[config.mk]
export PLATFORM = sky130hd
export DESIGN_NAME = message_envelope_deframer_core
export DESIGN_NICKNAME = d
export VERILOG_FILES = /design/src/mevd_pkg.sv /design/src/mevd_parse.sv /design/src/mevd_queue.sv /design/src/mevd_emit.sv /design/src/message_envelope_deframer_core.sv
export SDC_FILE = /design/constraint.sdc
export NUM_CORES = 1
export LEC_CHECK = 0
export ABC_AREA = 1
export BUFFER_PORTS_ARGS = -buffer_cell sky130_fd_sc_hd__buf_2
export CAP_MARGIN = 20
export CORE_UTILIZATION = 49
export DETAILED_ROUTE_END_ITERATION = 8
export PLACE_DENSITY = 0.66
export SYNTH_ARGS = -nofsm -noshare
export SYNTH_HDL_FRONTEND = slang
export SYNTH_SLANG_ARGS = --single-unit
[constraint.sdc]
create_clock -name clk -period 14.1 [get_ports clk]
set_input_delay 0.705 -clock clk [delete_from_list [all_inputs] [get_ports clk]]
set_output_delay 0.705 -clock clk [all_outputs]
set_load 0.02 [all_outputs]
[src/mevd_pkg.sv]
// ----------------------------------------------------------------------------
// mevd_pkg
// Types and codes shared by the message envelope deframer modules.
// ----------------------------------------------------------------------------
package mevd_pkg;

  localparam int unsigned QUEUE_AW_DEFAULT = 2;
  localparam logic [7:0] EXPECTED_VERSION_RESET = 8'd1;

  typedef enum logic [3:0] {
    PH_VERSION = 4'd0,
    PH_SLEN    = 4'd1,
    PH_SENDER  = 4'd2,
    PH_PLEN    = 4'd3,
    PH_PROTO   = 4'd4,
    PH_TTL     = 4'd5,
    PH_FLAG    = 4'd6,
    PH_EPOCH   = 4'd7,
    PH_BLEN    = 4'd8,
    PH_BODY    = 4'd9,
    PH_DONE    = 4'd10
  } phase_t;

  typedef enum logic [2:0] {
    KIND_SENDER = 3'd0,
    KIND_PROTO  = 3'd1,
    KIND_TTL    = 3'd2,
    KIND_FLAG   = 3'd3,
    KIND_EPOCH  = 3'd4,
    KIND_BLEN   = 3'd5,
    KIND_BODY   = 3'd6,
    KIND_END    = 3'd7
  } kind_t;

  typedef enum logic [1:0] {
    ST_OK          = 2'd0,
    ST_BAD_VERSION = 2'd1,
    ST_TRUNCATED   = 2'd2
  } status_t;

  localparam logic [3:0] TRUNC_NONE = 4'd0;

  typedef struct packed {
    logic [7:0] data_byte;
    logic       end_of_payload;
    logic       empty_payload;
  } item_t;

  typedef struct packed {
    logic [2:0]  field_kind;
    logic [63:0] value;
    logic [1:0]  status;
    logic [3:0]  truncated_at;
    logic        protocol_defaulted;
    logic        last_of_run;
  } result_t;

  // everything one input item causes: an optional field word and an optional end word
  typedef struct packed {
    logic        has_data;
    logic [2:0]  kind;
    logic [63:0] value;
    logic        has_end;
    logic [1:0]  status;
    logic [3:0]  trunc;
    logic        defaulted;
  } entry_t;

endpackage

[src/mevd_parse.sv]
// ----------------------------------------------------------------------------
// mevd_parse
// Front end: takes one byte a cycle while take is high, tracks the envelope
// fields and builds one queue entry per item that causes any word.
// ----------------------------------------------------------------------------
module mevd_parse (
  input  logic              clk,
  input  logic              rst,
  input  logic              take,
  input  mevd_pkg::item_t   item,
  input  logic              cfg_we,
  input  logic [7:0]        cfg_data,
  output logic              entry_we,
  output mevd_pkg::entry_t  entry
);

  logic [7:0]       expected_version;
  mevd_pkg::phase_t phase, phase_next;
  logic [31:0]      remaining, remaining_next;
  logic [63:0]      assembly, assembly_next;
  logic [2:0]       byte_index, byte_index_next;
  logic             proto_nonempty, proto_nonempty_next;
  logic             rejected, rejected_next;
  logic [63:0]      gathered;
  logic [7:0]       b;

  assign b = item.data_byte;

  // drop the new byte into the lane picked by the byte index
  always_comb begin
    for (int k = 0; k < 8; k++) begin
      gathered[8*k +: 8] = (byte_index == 3'(k)) ? (assembly[8*k +: 8] | b)
                                                 : assembly[8*k +: 8];
    end
  end

  always_comb begin
    phase_next          = phase;
    remaining_next      = remaining;
    assembly_next       = assembly;
    byte_index_next     = byte_index;
    proto_nonempty_next = proto_nonempty;
    rejected_next       = rejected;
    entry               = '0;

    if (!item.empty_payload && !rejected) begin
      unique case (phase)
        mevd_pkg::PH_VERSION: begin
          if (b != expected_version) begin
            rejected_next = 1'b1;
            phase_next    = mevd_pkg::PH_DONE;
          end else begin
            phase_next = mevd_pkg::PH_SLEN;
          end
        end
        mevd_pkg::PH_SLEN: begin
          remaining_next = {24'd0, b};
          phase_next     = (b != 8'd0) ? mevd_pkg::PH_SENDER : mevd_pkg::PH_PLEN;
        end
        mevd_pkg::PH_SENDER: begin
          entry.has_data = 1'b1;
          entry.kind     = mevd_pkg::KIND_SENDER;
          entry.value    = {56'd0, b};
          remaining_next = remaining - 32'd1;
          if (remaining == 32'd1) begin
            phase_next = mevd_pkg::PH_PLEN;
          end
        end
        mevd_pkg::PH_PLEN: begin
          remaining_next      = {24'd0, b};
          proto_nonempty_next = (b != 8'd0);
          assembly_next       = '0;
          byte_index_next     = '0;
          phase_next          = (b != 8'd0) ? mevd_pkg::PH_PROTO : mevd_pkg::PH_TTL;
        end
        mevd_pkg::PH_PROTO: begin
          entry.has_data = 1'b1;
          entry.kind     = mevd_pkg::KIND_PROTO;
          entry.value    = {56'd0, b};
          remaining_next = remaining - 32'd1;
          if (remaining == 32'd1) begin
            assembly_next   = '0;
            byte_index_next = '0;
            phase_next      = mevd_pkg::PH_TTL;
          end
        end
        mevd_pkg::PH_TTL: begin
          if (byte_index >= 3'd3) begin
            entry.has_data  = 1'b1;
            entry.kind      = mevd_pkg::KIND_TTL;
            entry.value     = gathered;
            assembly_next   = '0;
            byte_index_next = '0;
            phase_next      = mevd_pkg::PH_FLAG;
          end else begin
            assembly_next   = gathered;
            byte_index_next = byte_index + 3'd1;
          end
        end
        mevd_pkg::PH_FLAG: begin
          entry.has_data  = 1'b1;
          entry.kind      = mevd_pkg::KIND_FLAG;
          entry.value     = {56'd0, b};
          assembly_next   = '0;
          byte_index_next = '0;
          phase_next      = mevd_pkg::PH_EPOCH;
        end
        mevd_pkg::PH_EPOCH: begin
          if (byte_index == 3'd7) begin
            entry.has_data  = 1'b1;
            entry.kind      = mevd_pkg::KIND_EPOCH;
            entry.value     = gathered;
            assembly_next   = '0;
            byte_index_next = '0;
            phase_next      = mevd_pkg::PH_BLEN;
          end else begin
            assembly_next   = gathered;
            byte_index_next = byte_index + 3'd1;
          end
        end
        mevd_pkg::PH_BLEN: begin
          if (byte_index >= 3'd3) begin
            entry.has_data  = 1'b1;
            entry.kind      = mevd_pkg::KIND_BLEN;
            entry.value     = gathered;
            remaining_next  = gathered[31:0];
            assembly_next   = '0;
            byte_index_next = '0;
            phase_next      = (gathered[31:0] != 32'd0) ? mevd_pkg::PH_BODY
                                                        : mevd_pkg::PH_DONE;
          end else begin
            assembly_next   = gathered;
            byte_index_next = byte_index + 3'd1;
          end
        end
        mevd_pkg::PH_BODY: begin
          entry.has_data = 1'b1;
          entry.kind     = mevd_pkg::KIND_BODY;
          entry.value    = {56'd0, b};
          remaining_next = remaining - 32'd1;
          if (remaining == 32'd1) begin
            phase_next = mevd_pkg::PH_DONE;
          end
        end
        default: begin
        end
      endcase
    end

    if (item.end_of_payload) begin
      entry.has_end = 1'b1;
      if (rejected_next) begin
        entry.status = mevd_pkg::ST_BAD_VERSION;
      end else if (phase_next == mevd_pkg::PH_VERSION) begin
        // no version byte seen: counts as version zero
        if (expected_version != 8'd0) begin
          entry.status = mevd_pkg::ST_BAD_VERSION;
        end else begin
          entry.status    = mevd_pkg::ST_TRUNCATED;
          entry.trunc     = mevd_pkg::PH_SLEN;
          entry.defaulted = 1'b1;
        end
      end else if (phase_next >= mevd_pkg::PH_DONE) begin
        entry.status    = mevd_pkg::ST_OK;
        entry.defaulted = !proto_nonempty_next;
      end else begin
        entry.status    = mevd_pkg::ST_TRUNCATED;
        entry.trunc     = phase_next;
        entry.defaulted = !(proto_nonempty_next && (phase_next > mevd_pkg::PH_PROTO));
      end
      phase_next          = mevd_pkg::PH_VERSION;
      remaining_next      = '0;
      assembly_next       = '0;
      byte_index_next     = '0;
      proto_nonempty_next = 1'b0;
      rejected_next       = 1'b0;
    end
  end

  assign entry_we = take && (entry.has_data || entry.has_end);

  always_ff @(posedge clk) begin
    if (rst) begin
      expected_version <= mevd_pkg::EXPECTED_VERSION_RESET;
      phase            <= mevd_pkg::PH_VERSION;
      remaining        <= '0;
      assembly         <= '0;
      byte_index       <= '0;
      proto_nonempty   <= 1'b0;
      rejected         <= 1'b0;
    end else begin
      if (cfg_we) begin
        expected_version <= cfg_data;
      end
      if (take) begin
        phase          <= phase_next;
        remaining      <= remaining_next;
        assembly       <= assembly_next;
        byte_index     <= byte_index_next;
        proto_nonempty <= proto_nonempty_next;
        rejected       <= rejected_next;
      end
    end
  end

endmodule

[src/mevd_queue.sv]
// ----------------------------------------------------------------------------
// mevd_queue
// Short entry queue between the parser and the word emitter.
// ----------------------------------------------------------------------------
module mevd_queue #(
  parameter int unsigned AW = mevd_pkg::QUEUE_AW_DEFAULT
) (
  input  logic              clk,
  input  logic              rst,
  input  logic              wr_en,
  input  mevd_pkg::entry_t  wr_data,
  output logic              full,
  input  logic              rd_en,
  output mevd_pkg::entry_t  rd_data,
  output logic              avail
);

  localparam int unsigned DEPTH = 1 << AW;

  mevd_pkg::entry_t mem [DEPTH];
  logic [AW-1:0]    wr_ptr, rd_ptr;
  logic [AW:0]      count;

  assign full    = (count == (AW+1)'(DEPTH));
  assign avail   = (count != '0);
  assign rd_data = mem[rd_ptr];

  always_ff @(posedge clk) begin
    if (wr_en) begin
      mem[wr_ptr] <= wr_data;
    end
  end

  always_ff @(posedge clk) begin
    if (rst) begin
      wr_ptr <= '0;
      rd_ptr <= '0;
      count  <= '0;
    end else begin
      if (wr_en) begin
        wr_ptr <= wr_ptr + AW'(1);
      end
      if (rd_en) begin
        rd_ptr <= rd_ptr + AW'(1);
      end
      if (wr_en && !rd_en) begin
        count <= count + (AW+1)'(1);
      end else if (rd_en && !wr_en) begin
        count <= count - (AW+1)'(1);
      end
    end
  end

`ifndef ASSERT_OFF
  a_no_overflow: assert property (@(posedge clk) disable iff (rst) !(wr_en && full))
    else $error("queue written while full");
  a_no_underflow: assert property (@(posedge clk) disable iff (rst) !(rd_en && !avail))
    else $error("queue read while empty");
  a_count_bound: assert property (@(posedge clk) disable iff (rst)
      count <= (AW+1)'(DEPTH))
    else $error("queue count out of range");
  a_ptr_gap: assert property (@(posedge clk) disable iff (rst)
      (wr_ptr - rd_ptr) == count[AW-1:0])
    else $error("queue pointers disagree with count");
`endif

endmodule

[src/mevd_emit.sv]
// ----------------------------------------------------------------------------
// mevd_emit
// Back end: holds one entry and hands out its field word, then its end word.
// ----------------------------------------------------------------------------
module mevd_emit (
  input  logic              clk,
  input  logic              rst,
  input  logic              q_avail,
  input  mevd_pkg::entry_t  q_data,
  output logic              q_rd,
  output logic              empty,
  input  logic              pop,
  output mevd_pkg::result_t result
);

  mevd_pkg::entry_t cur;
  logic             data_pend, end_pend;
  logic             take_word, last_word, reload;

  assign empty     = !(data_pend || end_pend);
  assign take_word = pop && !empty;
  assign last_word = data_pend ? !end_pend : 1'b1;
  // refill when nothing is held or the final word of this entry leaves
  assign reload    = empty || (take_word && last_word);
  assign q_rd      = reload && q_avail;

  always_comb begin
    result = '0;
    if (data_pend) begin
      result.field_kind  = cur.kind;
      result.value       = cur.value;
      result.last_of_run = !end_pend;
    end else begin
      result.field_kind         = mevd_pkg::KIND_END;
      result.status             = cur.status;
      result.truncated_at       = cur.trunc;
      result.protocol_defaulted = cur.defaulted;
      result.last_of_run        = 1'b1;
    end
  end

  always_ff @(posedge clk) begin
    if (q_rd) begin
      cur <= q_data;
    end
  end

  always_ff @(posedge clk) begin
    if (rst) begin
      data_pend <= 1'b0;
      end_pend  <= 1'b0;
    end else if (reload) begin
      data_pend <= q_avail && q_data.has_data;
      end_pend  <= q_avail && q_data.has_end;
    end else if (take_word) begin
      data_pend <= 1'b0;
    end
  end

endmodule

[src/message_envelope_deframer_core.sv]
// ----------------------------------------------------------------------------
// message_envelope_deframer_core
// Parses a byte stream into envelope fields and an end-of-payload status.
// ----------------------------------------------------------------------------
//  channel  | signals                        | word
//  ---------+--------------------------------+------------------------------
//  input    | push, full, item               | one payload byte + flags
//  result   | pop, empty, result             | field or end word
//  config   | cfg_valid, cfg_ready, cfg_data | expected version byte
//
//  one input word is taken every cycle while the entry queue has room
//  a result word can leave every cycle; an item that ends a
//  payload after a field byte gives two words, its field word then its end word
//  a pushed entry is registered in the queue, then in the output stage
//  synchronous reset clears parser state, queue and output stage; expected
//  version returns to 1; no clearing pass
// ----------------------------------------------------------------------------
module message_envelope_deframer_core #(
  parameter int unsigned QUEUE_AW = mevd_pkg::QUEUE_AW_DEFAULT
) (
  input  logic              clk,
  input  logic              rst,
  input  logic              push,
  output logic              full,
  input  mevd_pkg::item_t   item,
  input  logic              pop,
  output logic              empty,
  output mevd_pkg::result_t result,
  input  logic              cfg_valid,
  output logic              cfg_ready,
  input  logic [7:0]        cfg_data
);

  logic             take;
  logic             entry_we;
  mevd_pkg::entry_t entry;
  logic             q_rd, q_avail;
  mevd_pkg::entry_t q_data;

  assign cfg_ready = 1'b1;
  assign take      = push && !full;

  mevd_parse u_parse (
    .clk      (clk),
    .rst      (rst),
    .take     (take),
    .item     (item),
    .cfg_we   (cfg_valid && cfg_ready),
    .cfg_data (cfg_data),
    .entry_we (entry_we),
    .entry    (entry)
  );

  mevd_queue #(
    .AW (QUEUE_AW)
  ) u_queue (
    .clk     (clk),
    .rst     (rst),
    .wr_en   (entry_we),
    .wr_data (entry),
    .full    (full),
    .rd_en   (q_rd),
    .rd_data (q_data),
    .avail   (q_avail)
  );

  mevd_emit u_emit (
    .clk     (clk),
    .rst     (rst),
    .q_avail (q_avail),
    .q_data  (q_data),
    .q_rd    (q_rd),
    .empty   (empty),
    .pop     (pop),
    .result  (result)
  );

endmodule
==> parameters.txt, run 1 <==
Parameter                              Value

STA
  Total count of hold-check failures in the final report    0
  Clock skew after layout    0.0189 ns
  Sum of negative setup slack    0 ns
  Final setup violation count    0
  Max-slew headroom at the worst pin    0.315
  Fmax    250 MHz
  Post-layout minimum cycle time    4.00 ns
  Worst setup slack after layout    10.10 ns
  Unrepaired setup endpoints after global routing    no
  Fin crit share    0.284
  Max Transition Viols Final    0
  Transition time of the tightest slew-check pin    1.03 ns

Setup path
  Startpoint type of the worst setup path    flip-flop
  Critical path data arrival time    4.20 ns
  Destination of the worst register-to-register timing path    u_queue.mem[3][20]$_DFFE_PP_
  Worst setup path category    flip-flop to flip-flop
  Crit Reg-Reg Startpoint    u_parse.byte_index[2]$_SDFFE_PP0P_
  Logic depth of the worst register-to-register path    11
  Worst setup path startpoint    u_parse.byte_index[2]$_SDFFE_PP0P_
  Required time of the critical path    14.30 ns
  Reg2Reg Setup Slack    10.10 ns
  CP max FO    57
  CP Capture Type    flip-flop

Pwr
  Power, Total    4.27 mW
  Power Dens Cells    174 nW/um^2
  Static leakage power    10.4 nW
  Maximum VDD drop    112 uV

Worst hold path
  End point of the worst hold path    u_parse.expected_version[0]$_SDFFE_PP1P_
  Class of the tightest hold or removal check    primary input to flip-flop
  Start point of the worst min-delay path    cfg_data[0]
  Hold Path Depth    3

Yosys
  Leading cell types by total area after synthesis    sky130_fd_sc_hd__edfxtp_1, sky130_fd_sc_hd__dfxtp_1, sky130_fd_sc_hd__nor2_1, sky130_fd_sc_hd__o21ai_0, sky130_fd_sc_hd__nand2_1
  Number of nets in the synthesized netlist    2,353
  Number of synthesis warnings    0
  Mean cell area of the mapped netlist    9.57 um^2
  Number of synthesized flops with an enable pin    378
  Predominant post-synthesis flop cell    sky130_fd_sc_hd__edfxtp_1
  Proportion of netlist area held by the largest area contributor    0.512
  Cell type contributing the most total cell area after synthesis    sky130_fd_sc_hd__edfxtp_1
  Number of different library cells in the post-synthesis netlist    47
  Gate count after technology mapping    2,316
  Seq cells post-synth    502
  Netlist area before placement    22,200 um^2
  Part of the Yosys area used for sequential elements    0.624
  Async SR Flop Fraction    0

Clocking
  Num CTS Buffers    49
  Clock-pin slew on the worst setup and hold paths    0.06 ns
  H-tree lvl count    2
  Clock latency on the worst-skew pair    0.59 ns
  TritonCTS clock tree    built
  Hold buffers post-CTS    0
  Root Buffer    sky130_fd_sc_hd__clkbuf_16
  Number of clock sinks seen by CTS    502
  Setup Fix Bufs, Post-CTS    0
  CTS-repair resized insts    0
  Deepest clock path buffer count    3

Floorplan
  Number of rows in the core area    77
  Horiz. Die Dim    215 um
  Effective utilization at floorplan    0.499
  Area of the die    46,100 um^2
  Die span in y    215 um
  I/O pin cnt    101
  CORE AREA    44,400 um^2

Outcome
  Result of the run    finished, final reports clean

Global routing
  Largest net degree at the start of global routing    111
  Wire length of the first global-routing pass    84,800 um
  Number of global-route vias before repair    15,300
  Overflow left after global routing    0
  GRT Overall Usage    0.232
  Number of antenna violations at the first check in global routing    0

Drt
  First-pass iteration count of the detailed router    7
  Post-Route WL    53,600 um
  Uppermost layer routed    met4
  Met1 Routed Length    23,700 um
  Post-detailed-route count of antenna-violating nets    0
  Routed length per placed instance    17.9 um
  DRC violations left    0
  Drt first-iter violations    1,697
  Met3 wire length    2890 um
  Ratio of routed vias to standard cells    5.45
  DR vias    16,300
  Met2 Routed Length    26,000 um

Layout
  Leading cell types in the layout, fill and taps excluded    sky130_fd_sc_hd__nor2_1, sky130_fd_sc_hd__edfxtp_1, sky130_fd_sc_hd__nand2_1, sky130_fd_sc_hd__o21ai_0, sky130_fd_sc_hd__inv_1
  Count of inserted antenna diode cells    0
  Finished Cell Area    24,500 um^2
  Layout cell share with drive strength beyond 1    0.0935
  Net count reported at finish    2,392
  Commonest non-fill, non-tap cell in the layout    sky130_fd_sc_hd__nor2_1
  Final core utilization    0.552
  Area growth from synthesis to final layout    10.6%

Place
  Placed standard-cell area    23,000 um^2
  Worst setup slack before clock tree synthesis    9.85 ns
  Count of input and output buffers    99
  Final Wtd Congestion    0.898
  Dpl hpwl    33,100 um

Run
  Max-cap violations    0
[critical path: stages, from the launching register on]
cell                      delay [ns]
sky130_fd_sc_hd__dfxtp_1        0.36
sky130_fd_sc_hd__inv_2          0.32
sky130_fd_sc_hd__ha_1           0.43
sky130_fd_sc_hd__inv_1          0.09
sky130_fd_sc_hd__nand3_2        0.16
sky130_fd_sc_hd__inv_1          0.09
sky130_fd_sc_hd__nor2_1         0.27
sky130_fd_sc_hd__o21ai_4        0.10
sky130_fd_sc_hd__nand3_1        0.11
sky130_fd_sc_hd__nand2_2        0.20
sky130_fd_sc_hd__nor2_4         0.57
sky130_fd_sc_hd__buf_4          0.79
[metrics by stage]
stage          hold slack (ns)  std cells
2_1_floorplan            0.423       2316
3_3_place_gp             0.432       2896
3_5_place_dp             0.440       2896
4_1_cts                  0.302       2988
5_1_grt                  0.336       2988
6_report                 0.334       2988
[power by group]
group | total [mW] | internal (mW) | switching, mW
Clock | 1.26 | 0.724 | 0.539
Combinational | 1.06 | 0.301 | 0.762
Sequential | 1.94 | 1.84 | 0.102
Total | 4.27 | 2.86 | 1.40
[flip-flops by register name (all words and copies together) (netlist names), named ones only]
name and cells:
u_queue.wr_ptr 2, u_queue.mem 304, u_parse.expected_version 8, u_parse.rejected 1, u_parse.byte_index 3, u_parse.assembly 64
u_queue.rd_ptr 2, u_parse.remaining 32, u_emit.cur 74, u_parse.proto_nonempty 1, u_queue.count 3, u_emit.data_pend 1
u_emit.end_pend 1, u_parse.phase 4
[area by class of cell]
cell class / count / area (um^2)
clock buffers: 80 / 1460
clock inverters: 12 / 83.8
fillers: 3921 / 19900
inverters: 281 / 1060
multi-input cells: 1405 / 6700
flip-flops and latches: 502 / 13800
well taps: 592 / 741
repair buffers: 116 / 623
[cell usage after synthesis, types with 2 or more instances]
library cell / count
sky130_fd_sc_hd__buf_4: 8
sky130_fd_sc_hd__inv_1: 270
sky130_fd_sc_hd__edfxtp_1: 378
sky130_fd_sc_hd__ha_1: 13
sky130_fd_sc_hd__nand2_1: 285
sky130_fd_sc_hd__nor2_8: 3
sky130_fd_sc_hd__nand4_1: 6
sky130_fd_sc_hd__o22ai_1: 89
sky130_fd_sc_hd__or2_2: 2
sky130_fd_sc_hd__o211ai_1: 3
sky130_fd_sc_hd__xor2_1: 6
sky130_fd_sc_hd__and3_1: 3
sky130_fd_sc_hd__a211oi_1: 6
sky130_fd_sc_hd__a31oi_1: 2
sky130_fd_sc_hd__inv_2: 9
sky130_fd_sc_hd__dfxtp_1: 124
sky130_fd_sc_hd__nor2_1: 428
sky130_fd_sc_hd__buf_6: 9
sky130_fd_sc_hd__buf_1: 3
sky130_fd_sc_hd__nor2_2: 4
sky130_fd_sc_hd__nand3_1: 69
sky130_fd_sc_hd__clkbuf_1: 77
sky130_fd_sc_hd__o32ai_1: 5
sky130_fd_sc_hd__buf_2: 30
sky130_fd_sc_hd__nor3_1: 9
sky130_fd_sc_hd__a21oi_1: 129
sky130_fd_sc_hd__o21ai_0: 283
sky130_fd_sc_hd__o211a_1: 10
sky130_fd_sc_hd__o21ai_1: 13
sky130_fd_sc_hd__xnor2_1: 5
sky130_fd_sc_hd__nor4_1: 4
sky130_fd_sc_hd__o21bai_1: 3
sky130_fd_sc_hd__a22oi_1: 7
sky130_fd_sc_hd__nand2_2: 8
[kinds of logic (layout without fill, tap and decap cells)]
kind of cell / after synthesis / count (layout) / synth area share
AOI/OAI and AO/OA: 553 / 553 / 0.137
xor gates and xnor gates: 11 / 11 / 0.00435
adders and majority gates: 14 / 14 / 0.00824
buffers and inverters: 409 / 489 / 0.0756
DFF: 502 / 502 / 0.624
other: 1 / 1 / 0.000169
and+or+nand+nor: 826 / 826 / 0.151
[per-layer routing]
metal,vias to the layer above,global-route usage
li1,7882,-
met1,7863,0.320
met2,461,0.390
met3,72,0.0284
met4,0,0.0602
met5,-,0
[worst max path at each step]
stage,end,depth (start not counted)
global route,u_queue.mem[3][31]$_DFFE_PP_,11
CTS,u_queue.mem[2][18]$_DFFE_PP_,11
finish,u_queue.mem[3][20]$_DFFE_PP_,11
detailed placement,u_queue.mem[3][19]$_DFFE_PP_,11
global placement,u_queue.mem[3][19]$_DFFE_PP_,11
floorplan,u_queue.mem[0][0]$_DFFE_PP_,9
Note: power is estimated with default switching activity, not from simulation.
==> inputs of run 2 (changes only) <==
PLACE_DENSITY = 0.68   (was 0.66)
clock period = 3.65 ns   (was 14.1 ns; I/O delays follow)
==> run 2 against run 1 <==
Against the previous run:
- wire length increased by 2.5%
- critical path type unchanged
- largest cell class unchanged
- sequential share of layout area decreased by 1.3 points
- final area increased by 2.4%
- critical endpoint is now u_queue.mem[1][6]$_DFFE_PP_
- combinational power increased to 4.2 times the previous value
- total power increased to 3.9 times the previous value
- clock skew increased by 0.011 ns
- clock power increased to 4.0 times the previous value
==> parameters.txt, run 2 (synthesis results as in run 1) <==
Parameter                              Value

Layout
  Leading cell types in the layout, fill and taps excluded    sky130_fd_sc_hd__nor2_1, sky130_fd_sc_hd__edfxtp_1, sky130_fd_sc_hd__nand2_1, sky130_fd_sc_hd__o21ai_0, sky130_fd_sc_hd__inv_1
  Area growth from synthesis to final layout    13.2%
  Regs by FF count    u_queue.mem: 304 flops, u_emit.cur: 74 flops, u_parse.assembly: 64 flops
  Layout cell share with drive strength beyond 1    0.107
  Net count reported at finish    2,439
  Combined area of the multi-input logic cells    6700 um^2
  Finished Cell Area    25,100 um^2
  Most flops, register    u_queue.mem
  Final core utilization    0.565
  Count of inserted antenna diode cells    0
  Flip-flop count of the largest register, all copies and words added    304
  Filler Cells Inserted    3,806
  Footprint of the flip-flops and latches    13,800 um^2
  Commonest non-fill, non-tap cell in the layout    sky130_fd_sc_hd__nor2_1

Setup path
  CP Capture Type    flip-flop
  Required time of the critical path    4.03 ns
  Crit Reg-Reg Startpoint    u_parse.byte_index[2]$_SDFFE_PP0P_
  Critical path data arrival time    3.70 ns
  Logic depth of the worst register-to-register path    13
  Worst setup path category    flip-flop to flip-flop
  Reg2Reg Setup Slack    0.32 ns
  Startpoint type of the worst setup path    flip-flop
  Category of cells accounting for the largest share of critical-path delay    simple AND/OR/NAND/NOR gates
  Destination of the worst register-to-register timing path    u_queue.mem[1][6]$_DFFE_PP_
  Crit-path cells    inv_2 -> ha_1 -> buf_4 -> a21oi_1 -> nand3_1 -> nand3b_1 -> nor2_1 -> nand3_1 -> nand2_2 -> nand2_2 -> nand4_1 -> nand2_1 -> nor2_1
  Critical-path top delay cell    sky130_fd_sc_hd__a21oi_1
  Buffers and inverters on the worst path    2
  CP max FO    24
  Delay of the slowest cell on the worst path    0.71 ns

Drt
  Post-detailed-route count of antenna-violating nets    0
  Routed length per placed instance    18.1 um
  First-pass iteration count of the detailed router    6
  DR vias    16,500
  DRC violations left    0
  Ratio of routed vias to standard cells    5.44
  Drt first-iter violations    1,489
  Post-Route WL    54,900 um

Clocking
  Deepest clock path buffer count    3
  Clock-pin slew on the worst setup and hold paths    0.06 ns
  Number of clock sinks seen by CTS    502
  CTS-repair resized insts    0
  Root Buffer    sky130_fd_sc_hd__clkbuf_16
  H-tree lvl count    2
  Clock latency on the worst-skew pair    0.59 ns
  TritonCTS clock tree    built
  Num CTS Buffers    50

Floorplan
  Die span in y    215 um
  Horiz. Die Dim    215 um
  Area of the die    46,100 um^2
  Number of rows in the core area    77
  I/O pin cnt    101
  Effective utilization at floorplan    0.499
  CORE AREA    44,400 um^2

STA
  Unrepaired setup endpoints after global routing    no
  Clock skew after layout    0.0299 ns
  Total count of hold-check failures in the final report    0
  Max Transition Viols Final    0
  Transition time of the tightest slew-check pin    1.05 ns
  Fmax    300 MHz
  Post-layout minimum cycle time    3.33 ns
  Final setup violation count    0
  Max-slew headroom at the worst pin    0.297
  Fin crit share    0.912

Outcome
  Result of the run    finished, final reports clean

Worst hold path
  End point of the worst hold path    u_queue.mem[3][7]$_DFFE_PP_
  Hold Path Depth    1
  Class of the tightest hold or removal check    primary input to flip-flop
  Start point of the worst min-delay path    item[1]

Pwr
  Clock power frac    0.300
  Share of total power in combinational logic    0.262
  Power Dens Cells    671 nW/um^2
  Seq pwr share    0.438
  Switching power share of the total    0.329
  Internal power    11.3 mW
  Static leakage power    10.7 nW
  Net switching power figure    5.54 mW
  Maximum VDD drop    353 uV

Global routing
  Largest net degree at the start of global routing    107
  GRT Overall Usage    0.236
  Number of global-route vias before repair    15,600
  Number of antenna violations at the first check in global routing    0
  Overflow left after global routing    0
  Wire length of the first global-routing pass    85,700 um

Place
  Count of input and output buffers    99
  Dpl hpwl    35,300 um
  Final Wtd Congestion    0.908
  Placed standard-cell area    23,300 um^2

Run
  Max-cap violations    0
-- run 2: cell types whose count changed in the layout (fill, tap and decap cells not counted), moves of 2 or more --
cell	change
sky130_fd_sc_hd__bufinv_16	+3
sky130_fd_sc_hd__clkinv_2	+2
sky130_fd_sc_hd__buf_4	+19
sky130_fd_sc_hd__buf_12	+11
sky130_fd_sc_hd__clkbuf_16	-2
sky130_fd_sc_hd__dlygate4sd3_1	+16
sky130_fd_sc_hd__clkinv_1	+2
sky130_fd_sc_hd__clkbuf_1	-9
-- run 2: worst register-to-register path, cell delays in order (launching register included) --
cell	delay, ns
sky130_fd_sc_hd__dfxtp_1	0.43
sky130_fd_sc_hd__inv_2	0.21
sky130_fd_sc_hd__ha_1	0.27
sky130_fd_sc_hd__buf_4	0.17
sky130_fd_sc_hd__a21oi_1	0.72
sky130_fd_sc_hd__nand3_1	0.14
sky130_fd_sc_hd__nand3b_1	0.21
sky130_fd_sc_hd__nor2_1	0.11
sky130_fd_sc_hd__nand3_1	0.12
sky130_fd_sc_hd__nand2_2	0.14
sky130_fd_sc_hd__nand2_2	0.10
sky130_fd_sc_hd__nand4_1	0.12
sky130_fd_sc_hd__nand2_1	0.10
sky130_fd_sc_hd__nor2_1	0.28
-- run 2: power groups by stage --
| stage | sequential (mW) | combinational [mW] | clock [mW] |
|---|---|---|---|
| floorplan | 7.40 | 3.09 | 0 |
| global placement | 7.49 | 4.30 | 0 |
| detailed placement | 7.51 | 4.40 | 0 |
| CTS | 7.39 | 4.43 | 5.14 |
| global route | 7.45 | 4.89 | 5.35 |
| finish | 7.38 | 4.41 | 5.05 |
-- run 2: final cells by class --
cell class,count,area share
Clock inverter,23,0.00883
Multi-Input combinational cell,1405,0.267
Sequential cell,502,0.552
Inverter,281,0.0423
Clock buffer,70,0.0553
Timing Repair Buffer,162,0.0457
Tap cell,592,0.0295
-- run 2: routing by layer --
metal	share of wire	global-route usage
met1	0.43	0.320
met3	0.069	0.0391
met5	0	0
met2	0.47	0.388
met4	0.024	0.0726
-- run 2: worst max-delay path by stage --
stage	startpoint	to	depth (start not counted)
after floorplan	u_parse.byte_index[2]$_SDFFE_PP0P_	u_queue.mem[0][0]$_DFFE_PP_	12
after global placement	u_parse.byte_index[2]$_SDFFE_PP0P_	u_queue.mem[2][6]$_DFFE_PP_	13
after detailed placement	u_parse.byte_index[2]$_SDFFE_PP0P_	u_queue.mem[0][6]$_DFFE_PP_	14
after CTS	u_parse.byte_index[2]$_SDFFE_PP0P_	u_queue.mem[1][6]$_DFFE_PP_	14
after global routing	u_parse.byte_index[2]$_SDFFE_PP0P_	u_queue.mem[1][5]$_DFFE_PP_	14
final	u_parse.byte_index[2]$_SDFFE_PP0P_	u_queue.mem[1][6]$_DFFE_PP_	13
-- run 2: metrics by stage --
| step | setup TNS (ns) | instances | hold slack [ns] | total power, mW | setup WS (ns) |
|---|---|---|---|---|---|
| 6_report | 0 | 3035 | 0.0221 | 16.8 | 0.322 |
| 5_1_grt | 0 | 3035 | 0.0250 | 17.7 | 0.193 |
| 4_1_cts | 0 | 3035 | 0.00742 | 17.0 | 0.384 |
| 3_5_place_dp | 0 | 2926 | 0.399 | 11.9 | 0.416 |
| 3_3_place_gp | 0 | 2926 | 0.401 | 11.8 | 0.466 |
| 2_1_floorplan | -136.97 | 2316 | 0.281 | 10.5 | -0.451 |
-- run 2: repair_timing --
action | 4_1_cts | 5_1_grt
setup buffers | 0 | 0
hold endpoints to repair | 10 | 0
hold buffers | 16 | 0
endpoints found under the setup margin | 0 | 0
